File: src/rtl/skf_pkg.sv
`default_nettype none
package skf_pkg;

	localparam int CHANNELS_DEF = 8;
	localparam int CH_W         = 3;
	localparam int SAMPLE_W     = 16;
	localparam int DATA_W       = 32;
	localparam int GAIN_W       = 16;
	localparam int DIV_STEPS    = GAIN_W;
	localparam int DIV_CNT_W    = $clog2(DIV_STEPS);
	localparam int CFG_IDX_W    = 1;
	localparam int S_TDATA_W    = 24;
	localparam int M_TDATA_W    = 40;

	localparam logic [DATA_W-1:0] PROCESS_NOISE_RST = 32'd1311;
	localparam logic [DATA_W-1:0] MEASURE_NOISE_RST = 32'd3493068;

	localparam logic [CFG_IDX_W-1:0] REG_PROCESS_NOISE = 1'b0;
	localparam logic [CFG_IDX_W-1:0] REG_MEASURE_NOISE = 1'b1;

	typedef enum logic [2:0] {
		S_IDLE,
		S_SUM,
		S_DEN,
		S_DIV,
		S_MUL1,
		S_MUL2,
		S_WB
	} state_t;

	typedef struct packed {
		logic load;
		logic sum;
		logic den;
		logic div;
		logic mul1;
		logic mul2;
		logic wb;
	} cmd_t;

	typedef struct packed {
		logic oor_in;
		logic out_free;
	} stat_t;

endpackage
`default_nettype wire

File: src/rtl/skf_ctrl.sv
`default_nettype none
module skf_ctrl (
	input  wire logic           clk,
	input  wire logic           arst_n,
	input  wire logic           s_tvalid,
	output logic                s_tready,
	input  wire skf_pkg::stat_t stat,
	output skf_pkg::cmd_t       cmd
);

	skf_pkg::state_t state_q, state_d;
	logic [skf_pkg::DIV_CNT_W-1:0] cnt_q;
	logic accept;
	logic div_last;

	assign accept   = s_tvalid && s_tready;
	assign div_last = (cnt_q == skf_pkg::DIV_CNT_W'(skf_pkg::DIV_STEPS - 1));

	always_ff @(posedge clk or negedge arst_n) begin
		if (!arst_n) begin
			state_q <= skf_pkg::S_IDLE;
			cnt_q   <= '0;
		end else begin
			state_q <= state_d;
			if (state_q == skf_pkg::S_DIV) begin
				cnt_q <= cnt_q + 1'b1;
			end else begin
				cnt_q <= '0;
			end
		end
	end

	always_comb begin
		state_d = state_q;
		case (state_q)
			skf_pkg::S_IDLE: begin
				if (accept) begin
					// out-of-range channel skips the arithmetic
					state_d = stat.oor_in ? skf_pkg::S_WB : skf_pkg::S_SUM;
				end
			end
			skf_pkg::S_SUM:  state_d = skf_pkg::S_DEN;
			skf_pkg::S_DEN:  state_d = skf_pkg::S_DIV;
			skf_pkg::S_DIV: begin
				if (div_last) begin
					state_d = skf_pkg::S_MUL1;
				end
			end
			skf_pkg::S_MUL1: state_d = skf_pkg::S_MUL2;
			skf_pkg::S_MUL2: state_d = skf_pkg::S_WB;
			skf_pkg::S_WB: begin
				if (stat.out_free) begin
					state_d = skf_pkg::S_IDLE;
				end
			end
			default:         state_d = skf_pkg::S_IDLE;
		endcase
	end

	always_comb begin
		s_tready = 1'b0;
		cmd      = '0;
		case (state_q)
			skf_pkg::S_IDLE: begin
				s_tready = 1'b1;
				cmd.load = s_tvalid;
			end
			skf_pkg::S_SUM:  cmd.sum  = 1'b1;
			skf_pkg::S_DEN:  cmd.den  = 1'b1;
			skf_pkg::S_DIV:  cmd.div  = 1'b1;
			skf_pkg::S_MUL1: cmd.mul1 = 1'b1;
			skf_pkg::S_MUL2: cmd.mul2 = 1'b1;
			skf_pkg::S_WB:   cmd.wb   = stat.out_free;
			default: begin
				s_tready = 1'b0;
				cmd      = '0;
			end
		endcase
	end

	a_accept_leaves_idle: assert property (@(posedge clk) disable iff (!arst_n)
		accept |=> (state_q != skf_pkg::S_IDLE))
		else $error("accepted word did not start work");

	a_div_runs_full: assert property (@(posedge clk) disable iff (!arst_n)
		(state_q == skf_pkg::S_DIV && div_last) |=> (state_q == skf_pkg::S_MUL1))
		else $error("divider did not finish after its last step");

	a_wb_done: assert property (@(posedge clk) disable iff (!arst_n)
		(state_q == skf_pkg::S_WB && stat.out_free) |=> (state_q == skf_pkg::S_IDLE))
		else $error("write-back did not return to idle");

	a_wb_holds: assert property (@(posedge clk) disable iff (!arst_n)
		(state_q == skf_pkg::S_WB && !stat.out_free) |=> (state_q == skf_pkg::S_WB))
		else $error("write-back left while output was full");

endmodule
`default_nettype wire

File: src/rtl/skf_dp.sv
`default_nettype none
module skf_dp #(
	parameter int CHANNELS = skf_pkg::CHANNELS_DEF
) (
	input  wire logic                                clk,
	input  wire logic                                arst_n,
	input  wire skf_pkg::cmd_t                       cmd,
	output skf_pkg::stat_t                           stat,
	input  wire logic [skf_pkg::S_TDATA_W-1:0]       s_tdata,
	output logic                                     m_tvalid,
	input  wire logic                                m_tready,
	output logic [skf_pkg::M_TDATA_W-1:0]            m_tdata,
	input  wire logic                                cfg_we,
	input  wire logic [skf_pkg::CFG_IDX_W-1:0]       cfg_index,
	input  wire logic [skf_pkg::DATA_W-1:0]          cfg_data
);

	localparam int CH_IDX_W = (CHANNELS > 1) ? $clog2(CHANNELS) : 1;
	localparam int DW = skf_pkg::DATA_W;
	localparam int GW = skf_pkg::GAIN_W;

	logic [DW-1:0] q_q, r_q;
	logic [DW-1:0] est_q [CHANNELS];
	logic [DW-1:0] var_q [CHANNELS];

	logic [skf_pkg::CH_W-1:0]     in_ch;
	logic [skf_pkg::SAMPLE_W-1:0] in_sample;
	logic [CH_IDX_W-1:0]          rd_idx, wr_idx;

	logic [skf_pkg::CH_W-1:0]     ch_q;
	logic [skf_pkg::SAMPLE_W-1:0] sample_q;
	logic                         oor_q;
	logic [DW-1:0]                x_q, p_q, pm_q, diff_q;
	logic                         ge_q, rz_q;
	logic [DW:0]                  den_q, rem_q;
	logic [GW-1:0]                quo_q, gain_q;
	logic [DW-1:0]                step_q, pn_q;

	logic [DW:0]   pm_sum;
	logic [DW-1:0] s_full;
	logic [DW+1:0] rem_sh;
	logic          q_bit;
	logic [GW-1:0] gain_eff;
	logic [GW:0]   mul_a;
	logic [DW-1:0] mul_b;
	logic [GW+DW:0] prod;
	logic [DW-1:0] xn;

	logic                         out_valid_q;
	logic [skf_pkg::CH_W-1:0]     out_ch_q;
	logic [DW-1:0]                out_est_q;

	assign in_ch     = s_tdata[skf_pkg::CH_W-1:0];
	assign in_sample = s_tdata[skf_pkg::CH_W +: skf_pkg::SAMPLE_W];
	assign rd_idx    = CH_IDX_W'(in_ch);
	assign wr_idx    = CH_IDX_W'(ch_q);

	assign stat.oor_in   = ({1'b0, in_ch} >= 4'(CHANNELS)) && (CHANNELS < 16);
	assign stat.out_free = !out_valid_q || m_tready;

	always_ff @(posedge clk or negedge arst_n) begin
		if (!arst_n) begin
			q_q <= skf_pkg::PROCESS_NOISE_RST;
			r_q <= skf_pkg::MEASURE_NOISE_RST;
		end else if (cfg_we) begin
			case (cfg_index)
				skf_pkg::REG_PROCESS_NOISE: q_q <= cfg_data;
				skf_pkg::REG_MEASURE_NOISE: r_q <= cfg_data;
				default: ;
			endcase
		end
	end

	always_ff @(posedge clk or negedge arst_n) begin
		if (!arst_n) begin
			for (int i = 0; i < CHANNELS; i++) begin
				est_q[i] <= '0;
				var_q[i] <= '0;
			end
		end else if (cmd.wb && !oor_q) begin
			est_q[wr_idx] <= xn;
			var_q[wr_idx] <= pn_q;
		end
	end

	assign pm_sum = {1'b0, p_q} + {1'b0, q_q};
	assign s_full = {sample_q, 16'd0};

	// restoring divide, remainder stays below the denominator while r is nonzero
	assign rem_sh = {rem_q, 1'b0};
	assign q_bit  = (rem_sh >= {1'b0, den_q});

	// r of zero: exact gain of one saturates, zero variance gives zero gain
	assign gain_eff = rz_q ? {GW{pm_q != '0}} : quo_q;

	assign mul_a = cmd.mul1 ? {1'b0, gain_eff} : ((GW+1)'(1 << GW) - {1'b0, gain_q});
	assign mul_b = cmd.mul1 ? diff_q : pm_q;
	assign prod  = mul_a * mul_b;

	assign xn = ge_q ? (x_q + step_q) : (x_q - step_q);

	always_ff @(posedge clk) begin
		if (cmd.load) begin
			ch_q     <= in_ch;
			sample_q <= in_sample;
			oor_q    <= stat.oor_in;
			x_q      <= est_q[rd_idx];
			p_q      <= var_q[rd_idx];
		end
		if (cmd.sum) begin
			pm_q <= pm_sum[DW] ? {DW{1'b1}} : pm_sum[DW-1:0];
		end
		if (cmd.den) begin
			den_q  <= {1'b0, pm_q} + {1'b0, r_q};
			rem_q  <= {1'b0, pm_q};
			rz_q   <= (r_q == '0);
			ge_q   <= (s_full >= x_q);
			diff_q <= (s_full >= x_q) ? (s_full - x_q) : (x_q - s_full);
		end
		if (cmd.div) begin
			rem_q <= q_bit ? (DW+1)'(rem_sh - {1'b0, den_q}) : rem_sh[DW:0];
			quo_q <= {quo_q[GW-2:0], q_bit};
		end
		if (cmd.mul1) begin
			gain_q <= gain_eff;
			step_q <= prod[GW +: DW];
		end
		if (cmd.mul2) begin
			pn_q <= prod[GW +: DW];
		end
	end

	always_ff @(posedge clk or negedge arst_n) begin
		if (!arst_n) begin
			out_valid_q <= 1'b0;
		end else if (cmd.wb) begin
			out_valid_q <= 1'b1;
		end else if (m_tready) begin
			out_valid_q <= 1'b0;
		end
	end

	always_ff @(posedge clk) begin
		if (cmd.wb) begin
			out_ch_q  <= ch_q;
			out_est_q <= oor_q ? '0 : xn;
		end
	end

	assign m_tvalid = out_valid_q;
	assign m_tdata  = {5'd0, out_est_q, out_ch_q};

endmodule
`default_nettype wire

File: src/rtl/scalar_kalman_filter_multichannel_unit.sv
// an out-of-range channel skips the arithmetic; a new word is taken only in idle,
// once the previous one has been through sum, denominator, the 16-step bit-serial
// gain divider, two passes of the shared 17x32 multiplier and write-back
// the result register lets the next word start while a result waits
// reset (arst_n low, asynchronous): all channel estimates and variances zero,
// q and r back to their defaults, no result pending
`default_nettype none
module scalar_kalman_filter_multichannel_unit #(
	parameter int CHANNELS = skf_pkg::CHANNELS_DEF
) (
	input  wire logic                               clk,
	input  wire logic                               arst_n,
	input  wire logic                               s_tvalid,
	output logic                                    s_tready,
	// channel[2:0], sample[18:3], zero pad
	input  wire logic [skf_pkg::S_TDATA_W-1:0]      s_tdata,
	output logic                                    m_tvalid,
	input  wire logic                               m_tready,
	// channel_out[2:0], estimate[34:3], zero pad
	output logic [skf_pkg::M_TDATA_W-1:0]           m_tdata,
	input  wire logic                               cfg_we,
	input  wire logic [skf_pkg::CFG_IDX_W-1:0]      cfg_index,
	input  wire logic [skf_pkg::DATA_W-1:0]         cfg_data
);

	skf_pkg::cmd_t  cmd;
	skf_pkg::stat_t stat;

	skf_ctrl u_ctrl (
		.clk      (clk),
		.arst_n   (arst_n),
		.s_tvalid (s_tvalid),
		.s_tready (s_tready),
		.stat     (stat),
		.cmd      (cmd)
	);

	skf_dp #(
		.CHANNELS (CHANNELS)
	) u_dp (
		.clk       (clk),
		.arst_n    (arst_n),
		.cmd       (cmd),
		.stat      (stat),
		.s_tdata   (s_tdata),
		.m_tvalid  (m_tvalid),
		.m_tready  (m_tready),
		.m_tdata   (m_tdata),
		.cfg_we    (cfg_we),
		.cfg_index (cfg_index),
		.cfg_data  (cfg_data)
	);

endmodule
`default_nettype wire

File: config.mk
export PLATFORM = sky130hd
export DESIGN_NAME = scalar_kalman_filter_multichannel_unit
export DESIGN_NICKNAME = d
export VERILOG_FILES = /design/src/rtl/skf_pkg.sv /design/src/rtl/skf_ctrl.sv /design/src/rtl/skf_dp.sv /design/src/rtl/scalar_kalman_filter_multichannel_unit.sv
export SDC_FILE = /design/constraint.sdc
export NUM_CORES = 2
export LEC_CHECK = 0
export CORE_ASPECT_RATIO = 1.1
export CORE_MARGIN = 4
export CORE_UTILIZATION = 40
export DETAILED_ROUTE_END_ITERATION = 12
export DONT_BUFFER_PORTS = 1
export GPL_ROUTABILITY_DRIVEN = 0
export PLACE_DENSITY_LB_ADDON = 0.08
export SETUP_SLACK_MARGIN = 0.2
export SLEW_MARGIN = 20
export SYNTH_ARGS = -nofsm -noshare
export SYNTH_HDL_FRONTEND = slang
export SYNTH_HIERARCHICAL = 1
export SYNTH_SLANG_ARGS = --single-unit
export TNS_END_PERCENT = 10
File: constraint.sdc
create_clock -name clk -period 14.95 [get_ports clk]
set_input_delay 2.99 -clock clk [delete_from_list [all_inputs] [get_ports clk]]
set_output_delay 2.99 -clock clk [all_outputs]
set_load 0.005 [all_outputs]
==> impl_metrics.yaml <==
floorplanning:
  ios: 104
  die_height_um: 424
  core_um2: 156000
  die_x_um: 386
  initial_core_util: 0.403
  row_count: 152
  dieArea_um2: 164000
synth:
  synthFlopType: "dfrtp_1"
  yosysWarningCount: 6
  ys_seq_elements: 930
  syn_area_per_cell_um2: 10.2
  netlist_instances: 6191
  synth_area_um2: 63000
  synthArstFlopShare: 0.628
  synth-edff-count: 346
  seq_area_frac_synth: 0.397
  yosysUniqueCellTypes: 95
setup_path:
  r2r-start: "u_dp/pm_q[2]"
  worst-endpoint-required_ns: 15.42
  critical_path_class: "reg -> reg"
  rr_worst_depth: 27
  end_kind: "flip-flop"
  arrival_ns: 11.01
  cp_slowest_stage_delay_ns: 0.83
  crit_path_start_kind: "flip-flop"
  regToRegSetupSlack_ns: 4.42
  crit_fanout: 21
  cpMostUsedCell: "fa_1"
  slowest_stage: "a21oi_1"
  r2r_end: "u_dp/step_q[31]"
sta:
  fin_crit_sh: 0.705
  period_minus_slack_ns: 10.53
  hold_ws_ns: 0.453
  clock.fmax_ghz: 0.0949
  drv_slew: 0
  setup_ws_ns: 4.42
  fin_skew_ns: 0.0540
  tightest_slew_ns: 1.13
  relSlewSlack: 0.242
  setup_violations: 0
  hold_viol_final: 0
  rsz0062_at_grt: "false"
  tns_ns: 0
clock_tree:
  clock_latency_ns: 0.75
  post_cts_resized: 0
  cts_hold_buffers: 0
  tritoncts: "built"
  clk_pin_slew_ns: 0.06
  htree_levels: 3
  cts_sinks: 930
  cts_setup_buffers: 0
  cts_root_buffer: "clkbuf_16"
  cts_buffers: 106
  clock_path_buffers: 3
global_routing:
  antenna_found_initial: 15
  grt_pass1_vias: 45669
  track_usage: 0.237
  grt_pass1_wl_um: 295000
  grt_max_degree: 585
  grt_overflow: 0
route:
  num_vias: 43954
  drt_iter0_markers: 3083
  drtAntennaViolNets: 0
  vias_per_cell: 5.34
  wl_per_cell_um: 23.4
  drtPass1Iterations: 8
  wl_um: 193000
  drc_errors: 0
final_layout:
  nets: 6838
  final_common_cell: "nand2_1"
  layout_common_cells: "1326 x nand2_1, 642 x inv_1, 566 x dfrtp_1, 451 x fa_1, 371 x o21ai_0"
  area_growth_pct: 8.97
  layout-drive-gt1-share: 0.105
place:
  portBuffers: 0
  dp_slack_ns: 4.20
  dp_hpwl_um: 138000
outcome:
  status: "finished, final reports clean"
run:
  cap_violations: 0
min_path:
  min_to: "u_dp/quo_q[1]"
  hold_start: "u_dp/quo_q[0]"
  hp-class: "reg -> reg"
  worstHoldPathCells: 0
-- cell usage after synthesis, drive strengths merged (41+ instances only) --
cell type / instances / area share
a21oi: 191 / 0.015
xnor2: 126 / 0.018
xor2: 80 / 0.011
nor2: 332 / 0.020
mux2: 226 / 0.040
o21ai: 383 / 0.030
mux4: 128 / 0.046
nand3: 66 / 0.0052
dfrtp: 566 / 0.22
clkbuf: 264 / 0.016
fa: 451 / 0.14
nor3: 60 / 0.0048
a31oi: 44 / 0.0044
and2: 51 / 0.0051
o21a: 41 / 0.0049
buf: 55 / 0.0040
ha: 279 / 0.055
inv: 643 / 0.038
a21o: 76 / 0.0092
edfxtp: 346 / 0.16
nand2: 1329 / 0.079
-- worst max-delay path, delay by kind of cell (launching register included) --
family | cells | cell delay [ns]
buffers and inverters | 4 | 0.20
AND/OR/NAND/NOR | 6 | 2.09
AO/OA/AOI/OAI | 10 | 4.12
flip-flops | 1 | 0.58
adder cells (fa/ha/maj) | 7 | 3.28
-- cells by family after synthesis --
kind of cell / count (synthesis) / synth area share
buffers and inverters: 966 / 0.0584
muxes: 379 / 0.0901
other: 1 / 0.0000595
and+or+nand+nor: 2048 / 0.137
xor gates and xnor gates: 206 / 0.0287
AOI/OAI and AO/OA: 931 / 0.0900
DFF: 930 / 0.397
adders and majority gates: 730 / 0.199
-- worst max-delay path by stage --
stage | from | endpoint | slack [ns] | cells after the start
floorplan | u_ctrl/state_q[1] | u_dp/pn_q[31] | 3.38 | 28
finish | u_dp/pm_q[2] | u_dp/step_q[31] | 4.42 | 27
global route | u_dp/pm_q[2] | u_dp/step_q[31] | 3.74 | 27
detailed placement | u_dp/pm_q[5] | u_dp/pn_q[31] | 4.20 | 27
global placement | u_dp/pm_q[2] | u_dp/pn_q[31] | 4.21 | 27
CTS | u_dp/pm_q[5] | u_dp/step_q[31] | 4.22 | 27
-- per-layer routing --
metal  up-vias  part of all wire  GRT usage
met4         4             0.030     0.0699
met1     22436              0.43      0.311
met2       912              0.49      0.407
met5         -           0.00014          0
met3       212             0.046     0.0355
li1      20390                 -          -
-- stage by stage --
stage	area (um2)	util	cells
after floorplan	63000	-	6196
after global placement	65000	0.416	8014
after detailed placement	65000	0.416	8014
after CTS	68600	0.439	8216
after global routing	68700	0.439	8220
final	68700	0.439	8231
-- state kept, by name, indices dropped and copies added, names as in the netlist, 32 cells and up --
| register | flops |
|---|---|
| u_dp/r_q | 32 |
| u_dp/rem_q | 33 |
| u_dp/step_q | 32 |
| u_dp/pm_q | 32 |
| u_dp/den_q | 33 |
| u_dp/q_q | 32 |
| u_dp/x_q | 32 |
| u_dp/pn_q | 32 |
| u_dp/var_q | 256 |
| u_dp/diff_q | 32 |
| u_dp/p_q | 32 |
| u_dp/est_q | 256 |
| u_dp/out_est_q | 32 |
-- final cells by class --
type | count | area, um2
Clock inverter | 38 | 460
Timing Repair Buffer | 61 | 518
Fill cell | 15070 | 87700
Clock buffer | 164 | 3060
Sequential cell | 930 | 25000
Multi-Input combinational cell | 4300 | 34600
Tap cell | 2079 | 2600
Antenna cell | 12 | 30.0
Inverter | 647 | 2430
Power is not shown: default switching activity piles up to over one toggle a cycle in this logic, so the estimate is an artifact.
